## config.mk

```make
export PLATFORM = sky130hd
export DESIGN_NAME = i2c_master_bit_sequencer_flat
export DESIGN_NICKNAME = d
export VERILOG_FILES = /design/src/rtl/core/i2cs_pkg.sv /design/src/rtl/core/i2cs_tick_if.sv /design/src/rtl/core/i2cs_result_if.sv /design/src/rtl/core/i2c_master_bit_sequencer.sv /design/src/rtl/core/i2cs_phase_gen.sv /design/src/flat_wrapper.sv
export SDC_FILE = /design/constraint.sdc
export NUM_CORES = 1
export LEC_CHECK = 0
export BUFFER_PORTS_ARGS = -buffer_cell sky130_fd_sc_hd__buf_2
export CORE_UTILIZATION = 45
export DETAILED_ROUTE_END_ITERATION = 10
export PLACE_DENSITY = 0.71
export REMOVE_ABC_BUFFERS = 1
export SETUP_SLACK_MARGIN = 0.3
export SYNTH_ARGS = -nofsm -noshare
export SYNTH_HDL_FRONTEND = slang
export SYNTH_SLANG_ARGS = --single-unit
```

## constraint.sdc

```tcl
create_clock -name clk -period 11.2 [get_ports clk]
set_clock_uncertainty 0.1 [all_clocks]
set_input_delay 0.56 -clock clk [delete_from_list [all_inputs] [get_ports clk]]
set_output_delay 0.56 -clock clk [all_outputs]
set_load 0.01 [all_outputs]
```

## src/rtl/core/i2cs_pkg.sv

```systemverilog
// Shared types, constants and phase tables of the I2C master bit sequencer.
package i2cs_pkg;

	// Field widths
	localparam int CMD_W       = 3;
	localparam int BYTE_W      = 8;
	localparam int TPP_W       = 16;
	localparam int PHASE_W     = 5;
	localparam int MSB_INDEX   = 7;

	// Defaults
	localparam int TICK_COUNT_WIDTH_DEF = 16;
	localparam logic [TPP_W-1:0] TPP_RESET = 16'd100;

	// Command codes
	typedef enum logic [CMD_W-1:0] {
		CMD_START = 3'd0,
		CMD_STOP  = 3'd1,
		CMD_WRITE = 3'd2,
		CMD_READ  = 3'd3,
		CMD_SACK  = 3'd4,
		CMD_WACK  = 3'd5
	} cmd_e_t;

	// Line drive levels of one phase
	typedef struct packed {
		logic scl;
		logic sda;
	} levels_t;

	// Number of line phases in each command
	function automatic logic [PHASE_W-1:0] phase_total(cmd_e_t c);
		logic [PHASE_W-1:0] n;
		unique case (c)
			CMD_START: n = 5'd3;
			CMD_STOP:  n = 5'd2;
			CMD_WRITE: n = 5'd25;
			CMD_READ:  n = 5'd16;
			CMD_SACK:  n = 5'd4;
			default:   n = 5'd2;
		endcase
		return n;
	endfunction

endpackage

```

## src/rtl/core/i2cs_tick_if.sv

```systemverilog
// Input channel: one bus tick with an optional command and the sampled SDA level.
interface i2cs_tick_if;
	import i2cs_pkg::*;

	logic              valid;
	logic              ready;
	logic              cmd_valid;
	logic [CMD_W-1:0]  cmd;
	logic [BYTE_W-1:0] tx_byte;
	logic              ack_level;
	logic              sda_in;

	modport source (output valid, cmd_valid, cmd, tx_byte, ack_level, sda_in, input ready);
	modport sink   (input valid, cmd_valid, cmd, tx_byte, ack_level, sda_in, output ready);
endinterface

```

## src/rtl/core/i2cs_result_if.sv

```systemverilog
// Output channel: line levels and status of one bus tick.
interface i2cs_result_if;
	import i2cs_pkg::*;

	logic              valid;
	logic              ready;
	logic              scl_level;
	logic              sda_level;
	logic              busy_res;
	logic              done_res;
	logic [BYTE_W-1:0] rx_byte;
	logic              ack_seen;

	modport source (output valid, scl_level, sda_level, busy_res, done_res, rx_byte, ack_seen,
		input ready);
	modport sink   (input valid, scl_level, sda_level, busy_res, done_res, rx_byte, ack_seen,
		output ready);
endinterface

```

## src/rtl/core/i2c_master_bit_sequencer.sv

```systemverilog
// Top level of the I2C master bit sequencer: tick register, sequencer state, result register.
//
//  channel   | dir | handshake     | payload
//  ----------+-----+---------------+--------------------------------------------------
//  tick      | in  | valid/ready   | cmd_valid, cmd, tx_byte, ack_level, sda_in
//  result    | out | valid/ready   | scl_level, sda_level, busy_res, done_res, rx_byte,
//            |     |               | ack_seen
//  cfg       | in  | cfg_wr_en     | cfg_wr_data (ticks_per_phase)
//
// One tick per cycle while the result side is not stalled; a tick passes the tick register,
// then the result register. The sequencer state advances when the tick register moves on.
// Reset returns the lines to released, the sequencer to idle and ticks_per_phase to 100.
// A stalled result holds both stages; tick ready falls only when both are full.
module i2c_master_bit_sequencer #(
	parameter int TICK_COUNT_WIDTH = i2cs_pkg::TICK_COUNT_WIDTH_DEF
) (
	input  logic                        clk,
	input  logic                        arst_n,
	input  logic                        cfg_wr_en,
	input  logic [i2cs_pkg::TPP_W-1:0]  cfg_wr_data,
	i2cs_tick_if.sink                   tick,
	i2cs_result_if.source               result
);
	import i2cs_pkg::*;

	localparam int LEN_W = ((TICK_COUNT_WIDTH > TPP_W) ? TICK_COUNT_WIDTH : TPP_W) + 1;

	// Configuration
	logic [TPP_W-1:0] tpp_q;

	always_ff @(posedge clk or negedge arst_n) begin
		if (!arst_n) begin
			tpp_q <= TPP_RESET;
		end else if (cfg_wr_en) begin
			tpp_q <= cfg_wr_data;
		end
	end

	// Pipeline flow control
	logic valid_s1, valid_s2, advance;

	assign advance    = !valid_s2 || result.ready;
	assign tick.ready = !valid_s1 || advance;

	// Tick register
	logic              cmd_valid_s1;
	logic [CMD_W-1:0]  cmd_s1;
	logic [BYTE_W-1:0] tx_byte_s1;
	logic              ack_level_s1;
	logic              sda_in_s1;

	always_ff @(posedge clk or negedge arst_n) begin
		if (!arst_n) begin
			valid_s1 <= 1'b0;
		end else if (tick.ready) begin
			valid_s1 <= tick.valid;
		end
	end

	always_ff @(posedge clk) begin
		if (tick.ready && tick.valid) begin
			cmd_valid_s1 <= tick.cmd_valid;
			cmd_s1       <= tick.cmd;
			tx_byte_s1   <= tick.tx_byte;
			ack_level_s1 <= tick.ack_level;
			sda_in_s1    <= tick.sda_in;
		end
	end

	// Sequencer state
	cmd_e_t                      cmd_q;
	logic                        busy_q;
	logic [PHASE_W-1:0]          phase_q;
	logic [TICK_COUNT_WIDTH-1:0] tick_q;
	logic [BYTE_W-1:0]           shift_q;
	logic                        scl_q, sda_q, ack_q;
	logic [BYTE_W-1:0]           rx_hold_q;

	// Values for this tick, after a possible command start
	logic                        start_cmd;
	cmd_e_t                      cmd_eff;
	logic                        busy_eff;
	logic [PHASE_W-1:0]          phase_eff;
	logic [TICK_COUNT_WIDTH-1:0] tick_eff;
	logic [BYTE_W-1:0]           shift_eff;
	levels_t                     lv;
	logic [LEN_W-1:0]            len_raw, len_cap, len_eff;
	logic                        last_tick, last_phase;

	// Next-state values
	cmd_e_t                      cmd_d;
	logic                        busy_d;
	logic [PHASE_W-1:0]          phase_d;
	logic [TICK_COUNT_WIDTH-1:0] tick_d;
	logic [BYTE_W-1:0]           shift_d;
	logic                        scl_d, sda_d, ack_d, done_d;
	logic [BYTE_W-1:0]           rx_hold_d;

	// Command start and effective state
	always_comb begin
		start_cmd = !busy_q && cmd_valid_s1 && (cmd_s1 <= CMD_WACK);
		cmd_eff   = start_cmd ? cmd_e_t'(cmd_s1) : cmd_q;
		busy_eff  = busy_q || start_cmd;
		phase_eff = start_cmd ? '0 : phase_q;
		tick_eff  = start_cmd ? '0 : tick_q;
		if (start_cmd) begin
			if (cmd_e_t'(cmd_s1) == CMD_WRITE) begin
				shift_eff = tx_byte_s1;
			end else if (cmd_e_t'(cmd_s1) == CMD_SACK) begin
				shift_eff = {{(BYTE_W-1){1'b0}}, ack_level_s1};
			end else begin
				shift_eff = '0;
			end
		end else begin
			shift_eff = shift_q;
		end
	end

	i2cs_phase_gen u_phase_gen (
		.cmd    (cmd_eff),
		.phase  (phase_eff),
		.shift  (shift_eff),
		.levels (lv)
	);

	// Phase length: zero acts as one, capped by the counter range
	always_comb begin
		len_raw = LEN_W'(tpp_q);
		len_cap = LEN_W'(1) << TICK_COUNT_WIDTH;
		if (tpp_q == '0) begin
			len_eff = LEN_W'(1);
		end else if (len_raw > len_cap) begin
			len_eff = len_cap;
		end else begin
			len_eff = len_raw;
		end
		last_tick  = (LEN_W'(tick_eff) + LEN_W'(1)) >= len_eff;
		last_phase = ({1'b0, phase_eff} + 6'd1) >= {1'b0, phase_total(cmd_eff)};
	end

	// Next state
	always_comb begin
		cmd_d     = cmd_eff;
		busy_d    = busy_eff;
		phase_d   = phase_eff;
		tick_d    = tick_eff;
		shift_d   = shift_eff;
		scl_d     = scl_q;
		sda_d     = sda_q;
		ack_d     = ack_q;
		rx_hold_d = rx_hold_q;
		done_d    = 1'b0;
		if (busy_eff) begin
			scl_d = lv.scl;
			sda_d = lv.sda;
			if (last_tick) begin
				if (cmd_eff == CMD_READ && !phase_eff[0]) begin
					shift_d = {shift_eff[BYTE_W-2:0], sda_in_s1};
				end
				if (cmd_eff == CMD_WACK && phase_eff == '0) begin
					ack_d = sda_in_s1;
				end
				if (last_phase) begin
					done_d  = 1'b1;
					busy_d  = 1'b0;
					phase_d = '0;
					if (cmd_eff == CMD_READ) begin
						rx_hold_d = shift_d;
					end
				end else begin
					phase_d = phase_eff + PHASE_W'(1);
				end
				tick_d = '0;
			end else begin
				tick_d = tick_eff + TICK_COUNT_WIDTH'(1);
			end
		end
	end

	wire step = valid_s1 && advance;

	always_ff @(posedge clk or negedge arst_n) begin
		if (!arst_n) begin
			cmd_q     <= CMD_START;
			busy_q    <= 1'b0;
			phase_q   <= '0;
			tick_q    <= '0;
			shift_q   <= '0;
			scl_q     <= 1'b1;
			sda_q     <= 1'b1;
			ack_q     <= 1'b0;
			rx_hold_q <= '0;
		end else if (step) begin
			cmd_q     <= cmd_d;
			busy_q    <= busy_d;
			phase_q   <= phase_d;
			tick_q    <= tick_d;
			shift_q   <= shift_d;
			scl_q     <= scl_d;
			sda_q     <= sda_d;
			ack_q     <= ack_d;
			rx_hold_q <= rx_hold_d;
		end
	end

	// Result register
	logic              scl_s2, sda_s2, busy_s2, done_s2, ack_s2;
	logic [BYTE_W-1:0] rx_s2;

	always_ff @(posedge clk or negedge arst_n) begin
		if (!arst_n) begin
			valid_s2 <= 1'b0;
		end else if (advance) begin
			valid_s2 <= valid_s1;
		end
	end

	always_ff @(posedge clk) begin
		if (step) begin
			scl_s2  <= scl_d;
			sda_s2  <= sda_d;
			busy_s2 <= busy_eff;
			done_s2 <= done_d;
			rx_s2   <= rx_hold_d;
			ack_s2  <= ack_d;
		end
	end

	assign result.valid     = valid_s2;
	assign result.scl_level = scl_s2;
	assign result.sda_level = sda_s2;
	assign result.busy_res  = busy_s2;
	assign result.done_res  = done_s2;
	assign result.rx_byte   = rx_s2;
	assign result.ack_seen  = ack_s2;

	// Checks
	a_done_busy: assert property (@(posedge clk) disable iff (!arst_n)
		(valid_s2 && done_s2) |-> busy_s2)
		else $error("done without busy");

	a_phase_range: assert property (@(posedge clk) disable iff (!arst_n)
		busy_q |-> (phase_q < phase_total(cmd_q)))
		else $error("phase index beyond command length");

	a_idle_clear: assert property (@(posedge clk) disable iff (!arst_n)
		!busy_q |-> (phase_q == '0 && tick_q == '0))
		else $error("idle with live phase or tick count");

	a_done_idle: assert property (@(posedge clk) disable iff (!arst_n)
		(step && done_d) |=> !busy_q)
		else $error("sequencer still busy after done");

endmodule

```

## src/rtl/core/i2cs_phase_gen.sv

```systemverilog
// Decodes the SCL/SDA levels of one phase of the active command.
module i2cs_phase_gen (
	input  i2cs_pkg::cmd_e_t               cmd,
	input  logic [i2cs_pkg::PHASE_W-1:0]   phase,
	input  logic [i2cs_pkg::BYTE_W-1:0]    shift,
	output i2cs_pkg::levels_t              levels
);
	import i2cs_pkg::*;

	// Write byte: after the lead phase, groups of three (low, high, low) per bit
	logic [PHASE_W-1:0] wr_q;
	logic [2:0]         wr_bit;
	logic               wr_high;

	always_comb begin
		wr_q    = phase - PHASE_W'(1);
		wr_bit  = 3'(MSB_INDEX);
		wr_high = 1'b0;
		for (int k = 0; k < 8; k++) begin
			if (wr_q >= PHASE_W'(3 * k) && wr_q < PHASE_W'(3 * k + 3)) begin
				wr_bit  = 3'(MSB_INDEX - k);
				wr_high = (wr_q == PHASE_W'(3 * k + 1));
			end
		end
	end

	// Level table per command
	always_comb begin
		unique case (cmd)
			CMD_START: begin
				levels.scl = (phase < 5'd2);
				levels.sda = (phase == 5'd0);
			end
			CMD_STOP: begin
				levels.scl = 1'b1;
				levels.sda = (phase != 5'd0);
			end
			CMD_WRITE: begin
				if (phase == 5'd0) begin
					levels.scl = 1'b0;
					levels.sda = 1'b0;
				end else begin
					levels.scl = wr_high;
					levels.sda = shift[wr_bit];
				end
			end
			CMD_READ: begin
				levels.scl = ~phase[0];
				levels.sda = 1'b1;
			end
			CMD_SACK: begin
				levels.scl = (phase == 5'd2);
				levels.sda = (phase == 5'd0) ? 1'b0 : shift[0];
			end
			default: begin
				levels.scl = (phase == 5'd0);
				levels.sda = 1'b1;
			end
		endcase
	end

endmodule

```

## src/flat_wrapper.sv

```systemverilog
// flat-port wrapper written by rule: the top's interface ports become plain ports
module i2c_master_bit_sequencer_flat import i2cs_pkg::*;
#(
	parameter int TICK_COUNT_WIDTH = i2cs_pkg::TICK_COUNT_WIDTH_DEF
)
  (clk, arst_n, cfg_wr_en, cfg_wr_data, tick_valid, tick_cmd_valid, tick_cmd, tick_tx_byte, tick_ack_level, tick_sda_in, tick_ready, result_valid, result_scl_level, result_sda_level, result_busy_res, result_done_res, result_rx_byte, result_ack_seen, result_ready);
  i2cs_tick_if tick_i ();
  i2cs_result_if result_i ();
  input  logic clk;
  input  logic arst_n;
  input  logic cfg_wr_en;
  input  logic [i2cs_pkg::TPP_W-1:0] cfg_wr_data;
  input wire logic [$bits(tick_i.valid)-1:0] tick_valid;
  input wire logic [$bits(tick_i.cmd_valid)-1:0] tick_cmd_valid;
  input wire logic [$bits(tick_i.cmd)-1:0] tick_cmd;
  input wire logic [$bits(tick_i.tx_byte)-1:0] tick_tx_byte;
  input wire logic [$bits(tick_i.ack_level)-1:0] tick_ack_level;
  input wire logic [$bits(tick_i.sda_in)-1:0] tick_sda_in;
  output wire logic [$bits(tick_i.ready)-1:0] tick_ready;
  output wire logic [$bits(result_i.valid)-1:0] result_valid;
  output wire logic [$bits(result_i.scl_level)-1:0] result_scl_level;
  output wire logic [$bits(result_i.sda_level)-1:0] result_sda_level;
  output wire logic [$bits(result_i.busy_res)-1:0] result_busy_res;
  output wire logic [$bits(result_i.done_res)-1:0] result_done_res;
  output wire logic [$bits(result_i.rx_byte)-1:0] result_rx_byte;
  output wire logic [$bits(result_i.ack_seen)-1:0] result_ack_seen;
  input wire logic [$bits(result_i.ready)-1:0] result_ready;
  assign tick_i.valid = tick_valid;
  assign tick_i.cmd_valid = tick_cmd_valid;
  assign tick_i.cmd = tick_cmd;
  assign tick_i.tx_byte = tick_tx_byte;
  assign tick_i.ack_level = tick_ack_level;
  assign tick_i.sda_in = tick_sda_in;
  assign tick_ready = tick_i.ready;
  assign result_valid = result_i.valid;
  assign result_scl_level = result_i.scl_level;
  assign result_sda_level = result_i.sda_level;
  assign result_busy_res = result_i.busy_res;
  assign result_done_res = result_i.done_res;
  assign result_rx_byte = result_i.rx_byte;
  assign result_ack_seen = result_i.ack_seen;
  assign result_i.ready = result_ready;
  i2c_master_bit_sequencer #(.TICK_COUNT_WIDTH(TICK_COUNT_WIDTH)) u_core (.clk(clk), .arst_n(arst_n), .cfg_wr_en(cfg_wr_en), .cfg_wr_data(cfg_wr_data), .tick(tick_i), .result(result_i));
endmodule
```

# ---- After elaboration in Yosys (flattened, before gate mapping)
# Index checks and enable logic that the tools add are counted.
# Widths: inputs -> output; s select.
dict set report op_classes {
  add_sub_neg 5
  order_cmp 22
  eq_ne 16
  mux 50
  n_bitwise 1
  reduce_logical 26
}
# cell count
set op_table {}
lappend op_table {{$mux 8} 9}
lappend op_table {{$mux 16} 3}
lappend op_table {{$mux 17} 2}
lappend op_table {{$mux 1} 21}
lappend op_table {{$mux 3} 7}
lappend op_table {{$mux 5} 4}
lappend op_table {{$pmux 5 s4} 1}
lappend op_table {{$add 16x1->17 const B} 1}
lappend op_table {{$ge 17x17->1} 1}
lappend op_table {{$gt 16x17->1 const B} 1}
lappend op_table {{$add 16x1->16 const B} 1}
lappend op_table {{$logic_not 16->1} 1}
lappend op_table {{$eq 5x5->1 const B} 3}
lappend op_table {{$ge 5x4->1 const B} 3}
lappend op_table {{$lt 5x4->1 const B} 3}
lappend op_table {{$lt 5x5->1 const B} 3}
lappend op_table {{$logic_and 1x1->1} 14}
lappend op_table {{$eq 5x3->1 const B} 2}
lappend op_table {{$eq 5x4->1 const B} 2}
lappend op_table {{$ge 5x5->1 const B} 2}
lappend op_table {{$lt 5x2->1 const B} 2}
lappend op_table {{$pmux 2 s5} 1}
lappend op_table {{$eq 3x2->1 const B} 3}
lappend op_table {{$eq 3x3->1 const B} 3}
lappend op_table {{other kinds (22)} 27}
dict set report totals {
  reg_bits 89
  in_bits 35
  output_inout_bits 15
  word_cells 143
}

# ---- Longest topological paths before layout
dict set report depth {
  word_depth 19
  depth_mapped 23
  ltp_nobuf 18
}

# ---- By module
# Synthesis repeated with hierarchy kept, for this count alone.
dict set report hier_totals {
  hier_cells 619
  hier_area_um2 5851.9
}
# mod instances cells_each area_per_inst_um2 seq_area_each_um2
set modules_own_cells {}
lappend modules_own_cells {i2c_master_bit_sequencer 1 475 4862.2 2368.5}
lappend modules_own_cells {i2cs_phase_gen 1 144 989.7 0.0}

# ---- Worst setup path before layout
# No wires, ideal clock.
dict set report synth_timing {
  path_type {register to register}
  start {reg u_core.cmd_valid_s1}
  end {reg u_core.rx_s2[0] (netlist: u_core.result.rx_byte[0]), data pin}
  setup_ns 0.260
  arrival_time_ns 4.884
  t_required_ns 10.840
  setup_slack_ns 5.956
  stages_incl_launch_ff 22
  n_path_buf 3
  period_less_slack_ns 5.244
  path_cell_list {edfxtp_1 > nor2b_1 > buf_2 > nand2_1 > clkbuf_1 > clkbuf_1 > and2_1 > ha_1 > nand3_1 > a2111oi_4 > and4_1 > nand4_1 > xor2_1 > nor2_1 > ha_1 > and3_1 > o311ai_0 > or3_1 > o211ai_2 > nand2_1 > nor3_4 > mux2_2}
}
dict set report synth_between {
  elab_chain_len 10
  word_cells_on_any_way 23
  cone_classes {2 x add/sub; 2 x order compare; 3 x eq/ne; 10 x mux; 6 x reduce/logical}
}
# item line_no
set synth_rtl {}
lappend synth_rtl {{from (decl)} i2c_master_bit_sequencer.sv:46} ;# logic cmd_valid_s1;
lappend synth_rtl {{from (signal assigned)} i2c_master_bit_sequencer.sv:62} ;# cmd_valid_s1 <= tick.cmd_valid;
lappend synth_rtl {{$logic_and 1x1->1 * (2 in series)} i2c_master_bit_sequencer.sv:101} ;# start_cmd = !busy_q && cmd_valid_s1 && (cmd_s1 <= CMD_WACK);
lappend synth_rtl {{parallel branches: the longest is 7 deep, another holds $add 16x1->17} -}
lappend synth_rtl {{$mux 8 *} i2c_master_bit_sequencer.sv:153} ;# if (busy_eff) begin
lappend synth_rtl {{via u_core.rx_hold_d[0]} i2c_master_bit_sequencer.sv:97} ;# logic [BYTE_W-1:0] rx_hold_d;
lappend synth_rtl {{to (signal assigned)} i2c_master_bit_sequencer.sv:224} ;# rx_s2 <= rx_hold_d;
lappend synth_rtl {{to (decl)} i2c_master_bit_sequencer.sv:208} ;# logic [BYTE_W-1:0] rx_s2;
# Mark *: on every way through the listed nets, which the timed path passes.
# A chain may end at the register's enable or synchronous reset.

# ---- Worst setup path after layout
dict set report layout_timing {
  start {reg u_core.cmd_valid_s1}
  end {reg u_core.rx_s2[6] (netlist: u_core.result.rx_byte[6]), data pin}
}
# The elaborated chain is that of the path after synthesis.

==> results.json <==
{
  "outcome": "complete, no violations",
  "die_w_um": 115,
  "post-route-util_pct": 52.1,
  "maxSlewViolCount": 0,
  "rsz0062_at_grt": "false",
  "num_vias": 4869,
  "crit_start": "u_core.cmd_valid_s1",
  "crit_path_end_kind": "flip-flop",
  "comb_power_share_pct": 45.2,
  "relSlewSlack_pct": 32.6,
  "drt_iter0_markers": 434,
  "clkTransAtPathRegs_ns": 0.06,
  "finalSetupViolCount": 0,
  "hp-class": "primary input to asynchronous set/reset pin",
  "synth_top_area_share_pct": 24.8,
  "wl_per_cell_um": 18.0,
  "synth_edf_count": 27,
  "clock_sinks": 89,
  "fmax_mhz": 169,
  "ys_warn_count": 0,
  "portBuffers": 49,
  "yosysSeqAreaShare_pct": 41.1,
  "r2r_start": "u_core.cmd_valid_s1",
  "dieArea_mm2": 0.0133,
  "cts_root_buffer": "clkbuf_16",
  "drt_first_pass_iters": 5,
  "cts_setup_buffers": 0,
  "overflow": 0,
  "cts_buffer_depth": 2,
  "peakVddDrop_v": 0.0000993,
  "total_power_w": 0.00133,
  "hold_viol": 0,
  "track_usage_pct": 23.1,
  "p_switching_w": 0.000560,
  "ys_seq_elements": 89,
  "syn-cell-area_mm2": 0.00576,
  "p_int_w": 0.000767,
  "hold_buffers": 0,
  "tns_ns": 0,
  "synth_commonest_cells": "nand2_1, dfrtp_1, nor2_1, o21ai_0, a21oi_1",
  "placed_cell_area_mm2": 0.00611,
  "reg2reg_depth": 18,
  "reg2reg_to": "u_core.result.rx_byte[6]",
  "criticalPathCategory": "flip-flop to flip-flop",
  "clockPowerShare_pct": 21.4,
  "swShare_pct": 42.2,
  "die_h_um": 115,
  "crit_path_start_kind": "flip-flop",
  "required_ns": 11.20,
  "ant_nets": 0,
  "htreeDepth": 3,
  "worst_pin_slew_ns": 1.01,
  "ios": 50,
  "grt_pass1_vias": 4549,
  "synthTopCellsByArea": "dfrtp_1, edfxtp_1, ha_1",
  "place_congestion": 0.901,
  "cts_tree": "yes",
  "syn_to_final_growth_pct": 10.8,
  "endpoint": "u_core.result.rx_byte[6]",
  "synthCells": 606,
  "fin_crit_ns": 5.93,
  "synth.most_common_cell": "nand2_1",
  "vias_per_cell": 6.00,
  "synth-async-reset-ratio_pct": 69.7,
  "power.leakage_nw": 2.65,
  "grt_max_degree": 63,
  "final_layout_size_suffix_gt1_share_pct": 17.1,
  "finish.net_count": 699,
  "timing.reg2reg.setup_slack_ns": 5.27,
  "grt_pass1_wl_mm": 23.6,
  "insertion_delay_ns": 0.34,
  "crit_fanout": 21,
  "synth_top_cell_by_area": "dfrtp_1",
  "drt-total-wl_mm": 14.6,
  "period_share_pct": 53.0,
  "cts_inserted_buffers": 9,
  "grt_antenna_before_repair": 0,
  "power_density_mw_per_mm2": 208,
  "stdcell_area_mm2": 0.00638,
  "synth_ff_type": "dfrtp_1",
  "rows": 40,
  "diodes": 0,
  "core_mm2": 0.0123,
  "seqPwrFrac_pct": 33.4,
  "cts.repair.resized": 0,
  "avgSynthCellArea_um2": 9.50,
  "ys_types": 86,
  "num-fill-cells": 1114,
  "drc": 0,
  "cap_violations": 0,
  "post-dp-hpwl_mm": 10.6,
  "arrival_ns": 5.93,
  "start_util_pct": 47.0
}
## placed cells by master (no fill, tap or decap), types with 8 or more instances in the layout
| master | count |
|---|---|
| a221o_1 | 8 |
| xnor2_1 | 12 |
| ha_1 | 25 |
| a21oi_1 | 28 |
| nand4_1 | 8 |
| clkbuf_16 | 10 |
| o41ai_1 | 11 |
| inv_1 | 27 |
| o21ai_0 | 33 |
| nor2b_1 | 12 |
| nor2_1 | 49 |
| buf_2 | 49 |
| nor3_1 | 19 |
| nand2_1 | 68 |
| nand3_1 | 18 |
| mux2_2 | 19 |
| o31ai_1 | 9 |
| dfrtp_1 | 57 |
| edfxtp_1 | 27 |
| mux2i_1 | 10 |
## how the worst min path moves through the flow
stage / start / endpoint / slack (ns) / cells past startpoint
after global placement: u_core.sda_q / u_core.sda_q / 0.35 / 2
after CTS: tick_tx_byte[5] / u_core.tx_byte_s1[5] / 0.29 / 1
final: arst_n / u_core.tpp_q[12] / 0.29 / 2
after floorplan: arst_n / u_core.ack_q / 0.16 / 0
after global routing: tick_tx_byte[1] / u_core.tx_byte_s1[1] / 0.28 / 1
after detailed placement: u_core.sda_q / u_core.sda_q / 0.36 / 2
## final cells by class
| class | count | area [um^2] | share of cell area (%) |
|---|---|---|---|
| flip-flops and latches | 89 | 2370 | 37.1 |
| clock inverters | 2 | 11.3 | 0.176 |
| multi-input cells | 455 | 3140 | 49.2 |
| inverters | 32 | 120 | 1.88 |
| repair buffers | 52 | 268 | 4.20 |
| clock buffers | 14 | 265 | 4.16 |
| well taps | 168 | 210 | 3.29 |
## flip-flops by register name (all words and copies together), names as in the netlist, 3 cells and up
register               count
u_core.tick_q             16
u_core.tpp_q              16
u_core.result.rx_byte      8
u_core.rx_hold_q           8
u_core.shift_q             8
u_core.tx_byte_s1          8
u_core.phase_q             5
u_core.cmd_q               3
u_core.cmd_s1              3
## power groups by stage
stage                     registers [W]  clock network (W)  logic (W)
after floorplan                0.000433                  0   0.000428
after global placement         0.000446                  0   0.000575
after detailed placement       0.000446                  0   0.000588
after CTS                      0.000441           0.000288   0.000591
after global routing           0.000449           0.000301   0.000658
final                          0.000443           0.000284   0.000600
## stage by stage
step / hold WS, ns / setup WS (ns) / std cells
finish: 0.286 / 5.27 / 812
global route: 0.283 / 4.82 / 812
detailed placement: 0.364 / 5.34 / 796
global placement: 0.354 / 5.53 / 796
CTS: 0.286 / 5.31 / 812
floorplan: 0.164 / 5.77 / 576
## logic make-up after synthesis
| family | after synthesis | synth area share [%] |
|---|---|---|
| xor+xnor | 19 | 2.89 |
| compound gates | 160 | 20.4 |
| simple gates | 221 | 20.1 |
| mux | 30 | 5.69 |
| flops | 89 | 41.1 |
| buf+inv | 62 | 4.37 |
| fa+ha+maj | 25 | 5.43 |
## critical path: stages, from the launching register on
cell       delay, ns
edfxtp_1        0.40
nor2b_1         0.61
nand2_1         0.18
and2_1          0.24
ha_1            0.22
nand3_1         0.19
a2111oi_4       0.09
and4_1          0.30
nand4_1         0.12
xor2_1          0.21
nor2_1          0.07
ha_1            0.32
and3_1          0.19
o311ai_0        0.13
or3_1           0.37
o211ai_2        0.77
nand2_1         0.34
nor3_4          0.46
mux2_2          0.39
## layer usage
layer	track usage (%)	routed length (um)	up-vias
met5	0	0	-
li1	-	-	2332
met2	35.9	6690	172
met3	4.43	930	24
met4	8.05	306	0
met1	32.4	6660	2341
Note: power is estimated with default switching activity, not from simulation.
